## src/sqsd_pkg.sv

```systemverilog
// ----------------------------------------------------------------------------
// sqsd_pkg - shared types and constants of the shortest-queue dispatcher
// Queue sizing, result event codes, controller states and the command
// bundle between the controller and the datapath.
// ----------------------------------------------------------------------------
`default_nettype none

package sqsd_pkg;

  localparam int unsigned QUEUE_DEPTH = 16;
  localparam int unsigned NSRV        = 3;
  localparam int unsigned SRV_W       = 2;
  localparam int unsigned SLOT_W      = $clog2(QUEUE_DEPTH);
  localparam int unsigned CNT_W       = $clog2(QUEUE_DEPTH + 1);
  localparam int unsigned STORE_DEPTH = NSRV * QUEUE_DEPTH;
  localparam int unsigned ADDR_W      = $clog2(STORE_DEPTH);
  localparam int unsigned ID_W        = 16;
  localparam int unsigned LEN_W       = 8;
  localparam int unsigned ENTRY_W     = ID_W + LEN_W;
  localparam int unsigned TIME_W      = 16;

  typedef logic [SRV_W-1:0] srv_t;

  typedef enum logic [2:0] {
    EV_JOINED   = 3'd0,
    EV_REJECTED = 3'd1,
    EV_STARTED  = 3'd2,
    EV_IDLE     = 3'd3,
    EV_SERVING  = 3'd4
  } ev_e;

  typedef enum logic [2:0] {
    ST_IDLE,
    ST_SRV0,
    ST_SRV1,
    ST_SRV2,
    ST_EMIT
  } state_e;

  typedef struct packed {
    ev_e               ev;
    srv_t              unit;
    logic [ID_W-1:0]   job;
    logic [TIME_W-1:0] fin;
  } res_t;

  typedef struct packed {
    logic arr_en;    // apply the arrival on the input port
    logic rd_en;     // read the head entry of rd_srv's queue
    srv_t rd_srv;
    logic upd_en;    // visit server upd_srv with the entry just read
    srv_t upd_srv;
    logic time_adv;  // advance the clock by one tick
    srv_t emit_idx;  // result slot shown on the output
  } cmd_t;

  // First store address of a server's queue region
  function automatic logic [ADDR_W-1:0] srv_base(input srv_t idx);
    logic [ADDR_W-1:0] base;
    case (idx)
      2'd0:    base = '0;
      2'd1:    base = ADDR_W'(QUEUE_DEPTH);
      default: base = ADDR_W'(2 * QUEUE_DEPTH);
    endcase
    return base;
  endfunction

endpackage

`default_nettype wire

```

## src/sqsd_if.sv

```systemverilog
// ----------------------------------------------------------------------------
// sqsd_in_if / sqsd_out_if - item channels of the dispatcher
// Valid/ready channels; an item moves when valid and ready are both high.
// ----------------------------------------------------------------------------
`default_nettype none

interface sqsd_in_if;
  logic        valid;
  logic        ready;
  logic        kind;
  logic [15:0] customer_id;
  logic [7:0]  service_length;
  logic        last_arrival;

  modport source (output valid, kind, customer_id, service_length, last_arrival,
                  input ready);
  modport sink   (input valid, kind, customer_id, service_length, last_arrival,
                  output ready);
endinterface

interface sqsd_out_if;
  logic        valid;
  logic        ready;
  logic [2:0]  event_res;
  logic [1:0]  unit;
  logic [15:0] job_id;
  logic [15:0] finish_time;
  logic        all_done;
  logic        last;

  modport source (output valid, event_res, unit, job_id, finish_time, all_done, last,
                  input ready);
  modport sink   (input valid, event_res, unit, job_id, finish_time, all_done, last,
                  output ready);
endinterface

`default_nettype wire

```

## src/sqsd_ram.sv

```systemverilog
// ----------------------------------------------------------------------------
// sqsd_ram - generic single-write, single-read RAM
// One write port and one read port with registered read data.
// ----------------------------------------------------------------------------
`default_nettype none

module sqsd_ram #(
  parameter int unsigned WIDTH = 8,
  parameter int unsigned DEPTH = 16
) (
  input  wire logic                       clk_i,
  input  wire logic                       we_i,
  input  wire logic [$clog2(DEPTH)-1:0]   waddr_i,
  input  wire logic [WIDTH-1:0]           wdata_i,
  input  wire logic                       re_i,
  input  wire logic [$clog2(DEPTH)-1:0]   raddr_i,
  output logic      [WIDTH-1:0]           rdata_o
);

  logic [WIDTH-1:0] mem_q [DEPTH];

  always_ff @(posedge clk_i) begin
    if (we_i) begin
      mem_q[waddr_i] <= wdata_i;
    end
    if (re_i) begin
      rdata_o <= mem_q[raddr_i];
    end
  end

endmodule

`default_nettype wire

```

## src/sqsd_ctrl.sv

```systemverilog
// ----------------------------------------------------------------------------
// sqsd_ctrl - dispatcher sequencer
// Accept an item, step the three server visits of a tick and hand out results.
// ----------------------------------------------------------------------------
`default_nettype none

module sqsd_ctrl (
  input  wire logic          clk_i,
  input  wire logic          rst_ni,
  input  wire logic          in_valid_i,
  input  wire logic          in_kind_i,
  output logic               in_ready_o,
  output logic               out_valid_o,
  input  wire logic          out_ready_i,
  output logic               out_last_o,
  output sqsd_pkg::cmd_t     cmd_o
);
  import sqsd_pkg::*;

  state_e state_q, state_d;
  logic   tick_q, tick_d;
  srv_t   emit_idx_q, emit_idx_d;

  always_ff @(posedge clk_i or negedge rst_ni) begin
    if (!rst_ni) begin
      state_q    <= ST_IDLE;
      tick_q     <= 1'b0;
      emit_idx_q <= '0;
    end else begin
      state_q    <= state_d;
      tick_q     <= tick_d;
      emit_idx_q <= emit_idx_d;
    end
  end

  always_comb begin
    state_d      = state_q;
    tick_d       = tick_q;
    emit_idx_d   = emit_idx_q;
    in_ready_o   = 1'b0;
    out_valid_o  = 1'b0;
    out_last_o   = 1'b0;
    cmd_o        = '0;
    cmd_o.emit_idx = emit_idx_q;
    case (state_q)
      ST_IDLE: begin
        in_ready_o = 1'b1;
        if (in_valid_i) begin
          emit_idx_d = '0;
          tick_d     = in_kind_i;
          if (in_kind_i) begin
            // fetch server 0's head entry at once
            cmd_o.rd_en  = 1'b1;
            cmd_o.rd_srv = srv_t'(0);
            state_d      = ST_SRV0;
          end else begin
            cmd_o.arr_en = 1'b1;
            state_d      = ST_EMIT;
          end
        end
      end
      ST_SRV0: begin
        cmd_o.upd_en  = 1'b1;
        cmd_o.upd_srv = srv_t'(0);
        cmd_o.rd_en   = 1'b1;
        cmd_o.rd_srv  = srv_t'(1);
        state_d       = ST_SRV1;
      end
      ST_SRV1: begin
        cmd_o.upd_en  = 1'b1;
        cmd_o.upd_srv = srv_t'(1);
        cmd_o.rd_en   = 1'b1;
        cmd_o.rd_srv  = srv_t'(2);
        state_d       = ST_SRV2;
      end
      ST_SRV2: begin
        cmd_o.upd_en   = 1'b1;
        cmd_o.upd_srv  = srv_t'(2);
        cmd_o.time_adv = 1'b1;
        emit_idx_d     = '0;
        state_d        = ST_EMIT;
      end
      ST_EMIT: begin
        out_valid_o = 1'b1;
        out_last_o  = !tick_q || (emit_idx_q == srv_t'(NSRV - 1));
        if (out_ready_i) begin
          if (out_last_o) begin
            state_d = ST_IDLE;
          end else begin
            emit_idx_d = emit_idx_q + srv_t'(1);
          end
        end
      end
      default: begin
        state_d = ST_IDLE;
      end
    endcase
  end

  a_tick_starts_visits: assert property (@(posedge clk_i) disable iff (!rst_ni)
    (state_q == ST_IDLE && in_valid_i && in_kind_i) |=> (state_q == ST_SRV0))
    else $error("tick not followed by server visits");

  a_arrival_single_result: assert property (@(posedge clk_i) disable iff (!rst_ni)
    (state_q == ST_EMIT && !tick_q) |-> (emit_idx_q == '0))
    else $error("arrival emitting more than one result");

  a_visits_then_emit: assert property (@(posedge clk_i) disable iff (!rst_ni)
    (state_q == ST_SRV2) |=> (state_q == ST_EMIT && emit_idx_q == '0 && tick_q))
    else $error("tick visits not followed by emission from slot zero");

endmodule

`default_nettype wire

```

## src/sqsd_dp.sv

```systemverilog
// ----------------------------------------------------------------------------
// sqsd_dp - dispatcher datapath
// Queue pointers, server state, time, the queue store and the result slots.
// ----------------------------------------------------------------------------
`default_nettype none

module sqsd_dp (
  input  wire logic                          clk_i,
  input  wire logic                          rst_ni,
  input  wire sqsd_pkg::cmd_t                cmd_i,
  input  wire logic [sqsd_pkg::ID_W-1:0]     customer_id_i,
  input  wire logic [sqsd_pkg::LEN_W-1:0]    service_length_i,
  input  wire logic                          last_arrival_i,
  output sqsd_pkg::res_t                     res_o,
  output logic                               all_done_o
);
  import sqsd_pkg::*;

  logic [TIME_W-1:0] time_q, time_d;
  logic              arr_fin_q, arr_fin_d;
  logic [SLOT_W-1:0] head_q  [NSRV];
  logic [SLOT_W-1:0] head_d  [NSRV];
  logic [CNT_W-1:0]  count_q [NSRV];
  logic [CNT_W-1:0]  count_d [NSRV];
  logic [NSRV-1:0]   busy_q, busy_d;
  logic [TIME_W-1:0] end_q   [NSRV];
  logic [TIME_W-1:0] end_d   [NSRV];
  logic [ID_W-1:0]   job_q   [NSRV];
  logic [ID_W-1:0]   job_d   [NSRV];
  res_t              res_q   [NSRV];
  res_t              res_d   [NSRV];

  logic [CNT_W:0]      load     [NSRV];
  logic [SLOT_W-1:0]   slot     [NSRV];
  logic [CNT_W:0]      slot_sum [NSRV];
  logic [NSRV-1:0]     full_vec;
  srv_t                sel;
  logic                full_sel;
  logic [LEN_W-1:0]    len_fix;
  logic [SLOT_W-1:0]   head_rd;
  logic [ADDR_W-1:0]   waddr, raddr;
  logic                we;
  logic [ENTRY_W-1:0]  wdata, rdata;

  // Per-queue load, fullness and tail slot
  always_comb begin
    for (int i = 0; i < NSRV; i++) begin
      load[i]     = (CNT_W+1)'(count_q[i]) + (CNT_W+1)'(busy_q[i]);
      full_vec[i] = (count_q[i] == CNT_W'(QUEUE_DEPTH));
      slot_sum[i] = (CNT_W+1)'(head_q[i]) + (CNT_W+1)'(count_q[i]);
      if (slot_sum[i] >= (CNT_W+1)'(QUEUE_DEPTH)) begin
        slot[i] = SLOT_W'(slot_sum[i] - (CNT_W+1)'(QUEUE_DEPTH));
      end else begin
        slot[i] = SLOT_W'(slot_sum[i]);
      end
    end
  end

  // Shortest queue, ties to the lower index
  always_comb begin
    sel = srv_t'(0);
    if (load[0] > load[1]) begin
      sel = srv_t'(1);
    end
    if ((sel == srv_t'(1) ? load[1] : load[0]) > load[2]) begin
      sel = srv_t'(2);
    end
  end

  assign full_sel = full_vec[sel];
  assign len_fix  = (service_length_i == '0) ? LEN_W'(1) : service_length_i;
  assign we       = cmd_i.arr_en && !full_sel;
  assign waddr    = srv_base(sel) + ADDR_W'(slot[sel]);
  assign wdata    = {customer_id_i, len_fix};

  always_comb begin
    head_rd = '0;
    for (int i = 0; i < NSRV; i++) begin
      if (cmd_i.rd_srv == srv_t'(i)) begin
        head_rd = head_q[i];
      end
    end
  end

  assign raddr = srv_base(cmd_i.rd_srv) + ADDR_W'(head_rd);

  sqsd_ram #(
    .WIDTH (ENTRY_W),
    .DEPTH (STORE_DEPTH)
  ) u_store (
    .clk_i   (clk_i),
    .we_i    (we),
    .waddr_i (waddr),
    .wdata_i (wdata),
    .re_i    (cmd_i.rd_en),
    .raddr_i (raddr),
    .rdata_o (rdata)
  );

  always_comb begin
    time_d    = time_q;
    arr_fin_d = arr_fin_q;
    head_d    = head_q;
    count_d   = count_q;
    busy_d    = busy_q;
    end_d     = end_q;
    job_d     = job_q;
    res_d     = res_q;

    if (cmd_i.arr_en) begin
      res_d[0] = '{ev:   full_sel ? EV_REJECTED : EV_JOINED,
                   unit: sel,
                   job:  customer_id_i,
                   fin:  '0};
      for (int i = 0; i < NSRV; i++) begin
        if (sel == srv_t'(i) && !full_sel) begin
          count_d[i] = count_q[i] + CNT_W'(1);
        end
      end
      if (last_arrival_i) begin
        arr_fin_d = 1'b1;
      end
    end

    if (cmd_i.upd_en) begin
      for (int i = 0; i < NSRV; i++) begin
        if (cmd_i.upd_srv == srv_t'(i)) begin
          if (!busy_q[i] || end_q[i] == time_q) begin
            if (count_q[i] != '0) begin
              // pop the head and start service
              head_d[i]  = (head_q[i] == SLOT_W'(QUEUE_DEPTH - 1)) ? '0
                                                                   : head_q[i] + SLOT_W'(1);
              count_d[i] = count_q[i] - CNT_W'(1);
              job_d[i]   = rdata[ENTRY_W-1:LEN_W];
              end_d[i]   = time_q + TIME_W'(rdata[LEN_W-1:0]);
              busy_d[i]  = 1'b1;
              res_d[i]   = '{ev: EV_STARTED, unit: srv_t'(i),
                             job: rdata[ENTRY_W-1:LEN_W],
                             fin: time_q + TIME_W'(rdata[LEN_W-1:0])};
            end else begin
              busy_d[i] = 1'b0;
              res_d[i]  = '{ev: EV_IDLE, unit: srv_t'(i), job: job_q[i], fin: '0};
            end
          end else begin
            res_d[i] = '{ev: EV_SERVING, unit: srv_t'(i), job: job_q[i], fin: end_q[i]};
          end
        end
      end
    end

    if (cmd_i.time_adv) begin
      time_d = time_q + TIME_W'(1);
    end
  end

  always_ff @(posedge clk_i or negedge rst_ni) begin
    if (!rst_ni) begin
      time_q    <= '0;
      arr_fin_q <= 1'b0;
      head_q    <= '{default: '0};
      count_q   <= '{default: '0};
      busy_q    <= '0;
      end_q     <= '{default: '0};
      job_q     <= '{default: '0};
    end else begin
      time_q    <= time_d;
      arr_fin_q <= arr_fin_d;
      head_q    <= head_d;
      count_q   <= count_d;
      busy_q    <= busy_d;
      end_q     <= end_d;
      job_q     <= job_d;
    end
  end

  always_ff @(posedge clk_i) begin
    res_q <= res_d;
  end

  always_comb begin
    res_o = res_q[0];
    for (int i = 0; i < NSRV; i++) begin
      if (cmd_i.emit_idx == srv_t'(i)) begin
        res_o = res_q[i];
      end
    end
  end

  assign all_done_o = arr_fin_q && (busy_q == '0) && (count_q[0] == '0)
                      && (count_q[1] == '0) && (count_q[2] == '0);

  a_count_bound: assert property (@(posedge clk_i) disable iff (!rst_ni)
    (count_q[0] <= CNT_W'(QUEUE_DEPTH)) && (count_q[1] <= CNT_W'(QUEUE_DEPTH))
    && (count_q[2] <= CNT_W'(QUEUE_DEPTH)))
    else $error("queue count beyond depth");

  a_time_step: assert property (@(posedge clk_i) disable iff (!rst_ni)
    cmd_i.time_adv |=> (time_q == $past(time_q) + TIME_W'(1)))
    else $error("time did not advance by one");

  a_arrival_vs_visit: assert property (@(posedge clk_i) disable iff (!rst_ni)
    cmd_i.arr_en |-> (!cmd_i.upd_en && !cmd_i.time_adv))
    else $error("arrival overlaps a server visit");

endmodule

`default_nettype wire

```

## src/shortest_queue_server_dispatch.sv

```systemverilog
// ----------------------------------------------------------------------------
// shortest_queue_server_dispatch - join-shortest-queue dispatcher, 3 servers
// Arrivals join the least loaded queue; ticks visit each server in turn,
// starting queued jobs as servers free up, then advance time.
// ----------------------------------------------------------------------------
//
//   channel  | dir | payload                                              | items
//   ---------+-----+------------------------------------------------------+--------
//   in_i     | in  | kind, customer_id, service_length, last_arrival      | 1
//   out_o    | out | event_res, unit, job_id, finish_time, all_done, last | 1 or 3
//
// An arrival: the accept edge updates the queue and writes the store, then the
// result is shown. A tick: the accept edge, three server visits paced by the
// single read port of the queue store (one head read per server, registered),
// then three results. One item is in flight at a time; the input is not ready
// until every result of the previous item has been taken, and an output stall
// holds the current result.
// Reset is asynchronous, active low; the queue store needs no clearing.
// ----------------------------------------------------------------------------
`default_nettype none

module shortest_queue_server_dispatch (
  input  wire logic  clk_i,
  input  wire logic  rst_ni,
  sqsd_in_if.sink    in_i,
  sqsd_out_if.source out_o
);
  import sqsd_pkg::*;

  cmd_t cmd;
  res_t res;
  logic all_done;

  // Sequencer: accepts items, steps the server visits, paces the results
  sqsd_ctrl u_ctrl (
    .clk_i       (clk_i),
    .rst_ni      (rst_ni),
    .in_valid_i  (in_i.valid),
    .in_kind_i   (in_i.kind),
    .in_ready_o  (in_i.ready),
    .out_valid_o (out_o.valid),
    .out_ready_i (out_o.ready),
    .out_last_o  (out_o.last),
    .cmd_o       (cmd)
  );

  // Queues, servers, time and the result slots
  sqsd_dp u_dp (
    .clk_i            (clk_i),
    .rst_ni           (rst_ni),
    .cmd_i            (cmd),
    .customer_id_i    (in_i.customer_id),
    .service_length_i (in_i.service_length),
    .last_arrival_i   (in_i.last_arrival),
    .res_o            (res),
    .all_done_o       (all_done)
  );

  // all_done reflects the state after the whole item, so it is shared by
  // every result of that item
  assign out_o.event_res   = res.ev;
  assign out_o.unit        = res.unit;
  assign out_o.job_id      = res.job;
  assign out_o.finish_time = res.fin;
  assign out_o.all_done    = all_done;

endmodule

`default_nettype wire
```

## src/flat_wrapper.sv

```systemverilog
// flat-port wrapper written by rule: the top's interface ports become plain ports
module shortest_queue_server_dispatch_flat import sqsd_pkg::*;
  (clk_i, rst_ni, in_i_valid, in_i_kind, in_i_customer_id, in_i_service_length, in_i_last_arrival, in_i_ready, out_o_valid, out_o_event_res, out_o_unit, out_o_job_id, out_o_finish_time, out_o_all_done, out_o_last, out_o_ready);
  sqsd_in_if in_i_i ();
  sqsd_out_if out_o_i ();
  input  wire logic clk_i;
  input  wire logic rst_ni;
  input wire logic [$bits(in_i_i.valid)-1:0] in_i_valid;
  input wire logic [$bits(in_i_i.kind)-1:0] in_i_kind;
  input wire logic [$bits(in_i_i.customer_id)-1:0] in_i_customer_id;
  input wire logic [$bits(in_i_i.service_length)-1:0] in_i_service_length;
  input wire logic [$bits(in_i_i.last_arrival)-1:0] in_i_last_arrival;
  output wire logic [$bits(in_i_i.ready)-1:0] in_i_ready;
  output wire logic [$bits(out_o_i.valid)-1:0] out_o_valid;
  output wire logic [$bits(out_o_i.event_res)-1:0] out_o_event_res;
  output wire logic [$bits(out_o_i.unit)-1:0] out_o_unit;
  output wire logic [$bits(out_o_i.job_id)-1:0] out_o_job_id;
  output wire logic [$bits(out_o_i.finish_time)-1:0] out_o_finish_time;
  output wire logic [$bits(out_o_i.all_done)-1:0] out_o_all_done;
  output wire logic [$bits(out_o_i.last)-1:0] out_o_last;
  input wire logic [$bits(out_o_i.ready)-1:0] out_o_ready;
  assign in_i_i.valid = in_i_valid;
  assign in_i_i.kind = in_i_kind;
  assign in_i_i.customer_id = in_i_customer_id;
  assign in_i_i.service_length = in_i_service_length;
  assign in_i_i.last_arrival = in_i_last_arrival;
  assign in_i_ready = in_i_i.ready;
  assign out_o_valid = out_o_i.valid;
  assign out_o_event_res = out_o_i.event_res;
  assign out_o_unit = out_o_i.unit;
  assign out_o_job_id = out_o_i.job_id;
  assign out_o_finish_time = out_o_i.finish_time;
  assign out_o_all_done = out_o_i.all_done;
  assign out_o_last = out_o_i.last;
  assign out_o_i.ready = out_o_ready;
  shortest_queue_server_dispatch u_core (.clk_i(clk_i), .rst_ni(rst_ni), .in_i(in_i_i), .out_o(out_o_i));
endmodule
```

## config.mk

```make
export PLATFORM = sky130hd
export DESIGN_NAME = shortest_queue_server_dispatch_flat
export DESIGN_NICKNAME = d
export VERILOG_FILES = /design/src/sqsd_pkg.sv /design/src/sqsd_if.sv /design/src/sqsd_ram.sv /design/src/sqsd_ctrl.sv /design/src/sqsd_dp.sv /design/src/shortest_queue_server_dispatch.sv /design/src/flat_wrapper.sv
export SDC_FILE = /design/constraint.sdc
export NUM_CORES = 2
export LEC_CHECK = 0
export BUFFER_PORTS_ARGS = -buffer_cell sky130_fd_sc_hd__buf_2
export CAP_MARGIN = 20
export CELL_PAD_IN_SITES_DETAIL_PLACEMENT = 1
export CELL_PAD_IN_SITES_GLOBAL_PLACEMENT = 1
export CORE_MARGIN = 2
export CORE_UTILIZATION = 53
export DETAILED_ROUTE_END_ITERATION = 10
export PLACE_DENSITY = 0.8
export SYNTH_ARGS = -nofsm -noshare
export SYNTH_HDL_FRONTEND = slang
export SYNTH_SLANG_ARGS = --single-unit
```

## constraint.sdc

```tcl
create_clock -name clk_i -period 6.28 [get_ports clk_i]
set_input_delay 0.942 -clock clk_i [delete_from_list [all_inputs] [get_ports clk_i]]
set_output_delay 0.942 -clock clk_i [all_outputs]
set_load 0.01 [all_outputs]
```

==> run metrics <==
status=finished clean; asr flop ratio synth=10.4%; gpl congestion=0.935; Fmax=180 MHz; worst min path class=in -> async; total CTS buffers=148; Max Clock Skew=0.0332 ns; Peak VDD IR=0.743 mV; Rows=123; XOR/XNOR share of the synthesized area=1.56%; core area=112000 um2; Max FO, Critical Path=17; Synth Warn #=0; number of setup violations in the final report=0; CTS tree=built; placed instance count=5967; clock tree root driver cell=clkbuf_16; Place WS=0.765 ns; simple logic cell fraction of the synthesized area=10.5%; synthesis-to-finish area growth=11.7%; Avg Vias per Cell=6.46; post-synthesis mux area share=3.34%; wire length of the first global-routing pass=279000 um; setup TNS=0 ns; largest net degree at the start of global routing=142; main combinational cell family by area after synthesis=simple AND/OR/NAND/NOR gates; RSZ-0062 raised after global routing=false; area of the multi-input gates=16200 um2; crit end category=register; Power Density=596 nW/um2; number of flops mapped to enable cells by yosys=1246; input/output buffers=70; I/O pins=71; Max Root-Sink Buffers=3; initial antenna violation count=11; DRT antenna net count=0; clk_lat worst skew=0.78 ns; die area=115000 um2; hold-fix buffers at CTS=0; Die Y=340 um; worst-margin pin slew=1.11 ns; post-synthesis compound-gate area fraction=10.3%; max-cap violations=0; Lkg Pwr=0.0241 uW; H-tree Lvls=4; Post-Syn Area=59700 um2; CP Launch Type=register; Post-Synth Adder-Cell Area=1.14%; Worst EP required=6.75 ns; global route overflow=0; Avg Cell Area, Syn=13.0 um2; Rel. slew slack=26.1%; register area=41900 um2; clock network power share=22.7%; drt first pass iters=6; Synth Register Bits=1432; via count of the routed design=40300; Fillers=10800; Fin. Hold Viols=0; sw frac=44.3%; Post-CTS Setup Bufs=0; Finished Layout Cells=6241; layout cells sized above 1=11.5%; Slew Viols, Final=0; share of power burned in combinational logic=45.8%; Wirelength per Cell=30.6 um; all-layer global routing usage=32.8%; Synth cell types=66; clk slew on worst S/H paths=0.06 ns; vias in the first global route=42100; Gate Count Post-Synth=4577; post-CTS sizing=0; share of the clock period used by the worst path=88.4%; die width=340 um; final WL=191000 um; sequential share of power=31.5%; post-synth net total=4659; total chip power=39700 uW; most used flip-flop cell after synthesis=edfxtp_1; hpwl dp=112000 um; fin crit period=5.55 ns; Final nets=4700; Int Power=22100 uW; effective utilization at floorplan=53.3%; CP Class=reg -> reg; drt drc=0; Sw Pwr=17600 uW; drt initial violations=4915; CP arrival=6.02 ns; # clock sinks=1432; Seq/Total Area, Yosys=70.2%; Setup WS post-layout=0.728 ns
==> synth_stat cells, types with 99 or more instances <==
library cell | instances | area [um2]
a21oi_1 | 316 | 1580
o21ai_0 | 117 | 586
nand3_1 | 125 | 626
a211oi_1 | 99 | 743
edfxtp_1 | 1246 | 37400
buf_2 | 104 | 521
clkbuf_1 | 160 | 601
mux2i_1 | 154 | 1540
dfrtp_1 | 149 | 3730
a22oi_1 | 153 | 1150
nand2_1 | 1019 | 3820
and3_1 | 121 | 757
==> flip-flops by register name, summed over array words and instances (netlist names), 12 cells and up <==
| register | cells |
|---|---|
| u_core.u_dp.u_store.mem_q | 1152 |
| u_core.u_dp.res_q | 107 |
| u_core.u_dp.end_q | 48 |
| u_core.u_dp.job_q | 48 |
| u_core.u_dp.u_store.rdata_o | 24 |
| u_core.u_dp.time_q | 16 |
| u_core.u_dp.count_q | 15 |
| u_core.u_dp.head_q | 12 |
==> per-stage QoR <==
step	hold slack, ns	utilization (%)	instance area, um2
floorplan	0.420	-	59700
global placement	0.436	55.1	61800
detailed placement	0.444	55.1	61800
CTS	0.159	59.5	66700
global route	0.194	59.5	66700
finish	0.159	59.5	66700
==> power by group through the flow <==
stage / registers, uW / clock network, uW / logic, uW
2_1_floorplan: 12300 / 0 / 11000
6_report: 12500 / 9020 / 18200
4_1_cts: 12500 / 9080 / 17900
5_1_grt: 12600 / 9410 / 19200
3_3_place_gp: 12600 / 0 / 16800
3_5_place_dp: 12700 / 0 / 17500
==> final timing paths <==
path                                         from                                to  slack [ns]  depth (start not counted)
setup reg to reg           u_core.u_dp.count_q[5]  u_core.u_dp.u_store.mem_q[5][11]        0.73                         19
hold reg to reg            u_core.u_dp.res_q[110]            u_core.u_dp.res_q[110]        0.45                          1
max in group asynchronous                  rst_ni             u_core.u_dp.end_q[40]        4.85                          2
setup / recovery           u_core.u_dp.count_q[5]  u_core.u_dp.u_store.mem_q[5][11]        0.73                         19
hold / removal                             rst_ni              u_core.u_dp.end_q[1]        0.16                          1
min in group clk_i              in_i_last_arrival             u_core.u_dp.arr_fin_q        0.43                          2
==> kinds of logic (layout without fill, tap and decap cells) <==
kind of cell | count (synthesis) | after routing
AND/OR/NAND/NOR | 1471 | 1471
flip-flops | 1432 | 1432
AO/OA/AOI/OAI | 960 | 960
buffers and inverters | 362 | 525
multiplexers | 194 | 194
XOR/XNOR | 106 | 106
adder cells (fa/ha/maj) | 52 | 52
other | 0 | 1
==> critical path: stages, from the launching register on <==
cell and delay, ns:
dfrtp_1 0.47, ha_1 0.24, ha_1 0.20, nand3_1 0.10, xor2_1 0.22, ha_1 0.28
a21o_1 0.16, a21oi_1 0.15, a21oi_1 0.10, buf_4 0.22, o31ai_1 0.35, ha_1 0.32
nand3_1 0.09, nor2_1 0.05, a21oi_1 0.29, buf_4 0.28, mux2_2 0.20, nand2_1 0.45
nor2_2 0.75, buf_4 0.35
==> area by class of cell <==
type                    count  share of cell area, %
diodes                      1                0.00375
clock buffers             180                   5.83
clock inverters            92                   1.55
inverters                  36                  0.205
multi-input cells        2783                   24.3
flip-flops and latches   1432                   62.8
well taps                1500                   2.81
repair buffers            217                   2.43
==> per-layer routing <==
| metal | track usage [%] | vias up | routed length (um) |
|---|---|---|---|
| met5 | 0 | - | 63 |
| met4 | 18.3 | 10 | 11200 |
| met3 | 5.50 | 506 | 16200 |
| met2 | 52.3 | 2225 | 90200 |
| met1 | 43.2 | 20500 | 73400 |
| li1 | - | 17100 | - |
==> cells in the final DEF, fill, tap and decap left out, drive strengths merged, types with 91 or more instances in the layout <==
cell,instances
a32oi,96
xnor2,91
a21oi,316
clkbuf,180
a211oi,99
a31oi,98
nand3,126
nand2,1020
dfrtp,149
and3,121
nor2,97
o21ai,130
a22oi,153
edfxtp,1246
mux2i,154
buf,217
No activity file was read; power rests on OpenSTA's default activity.
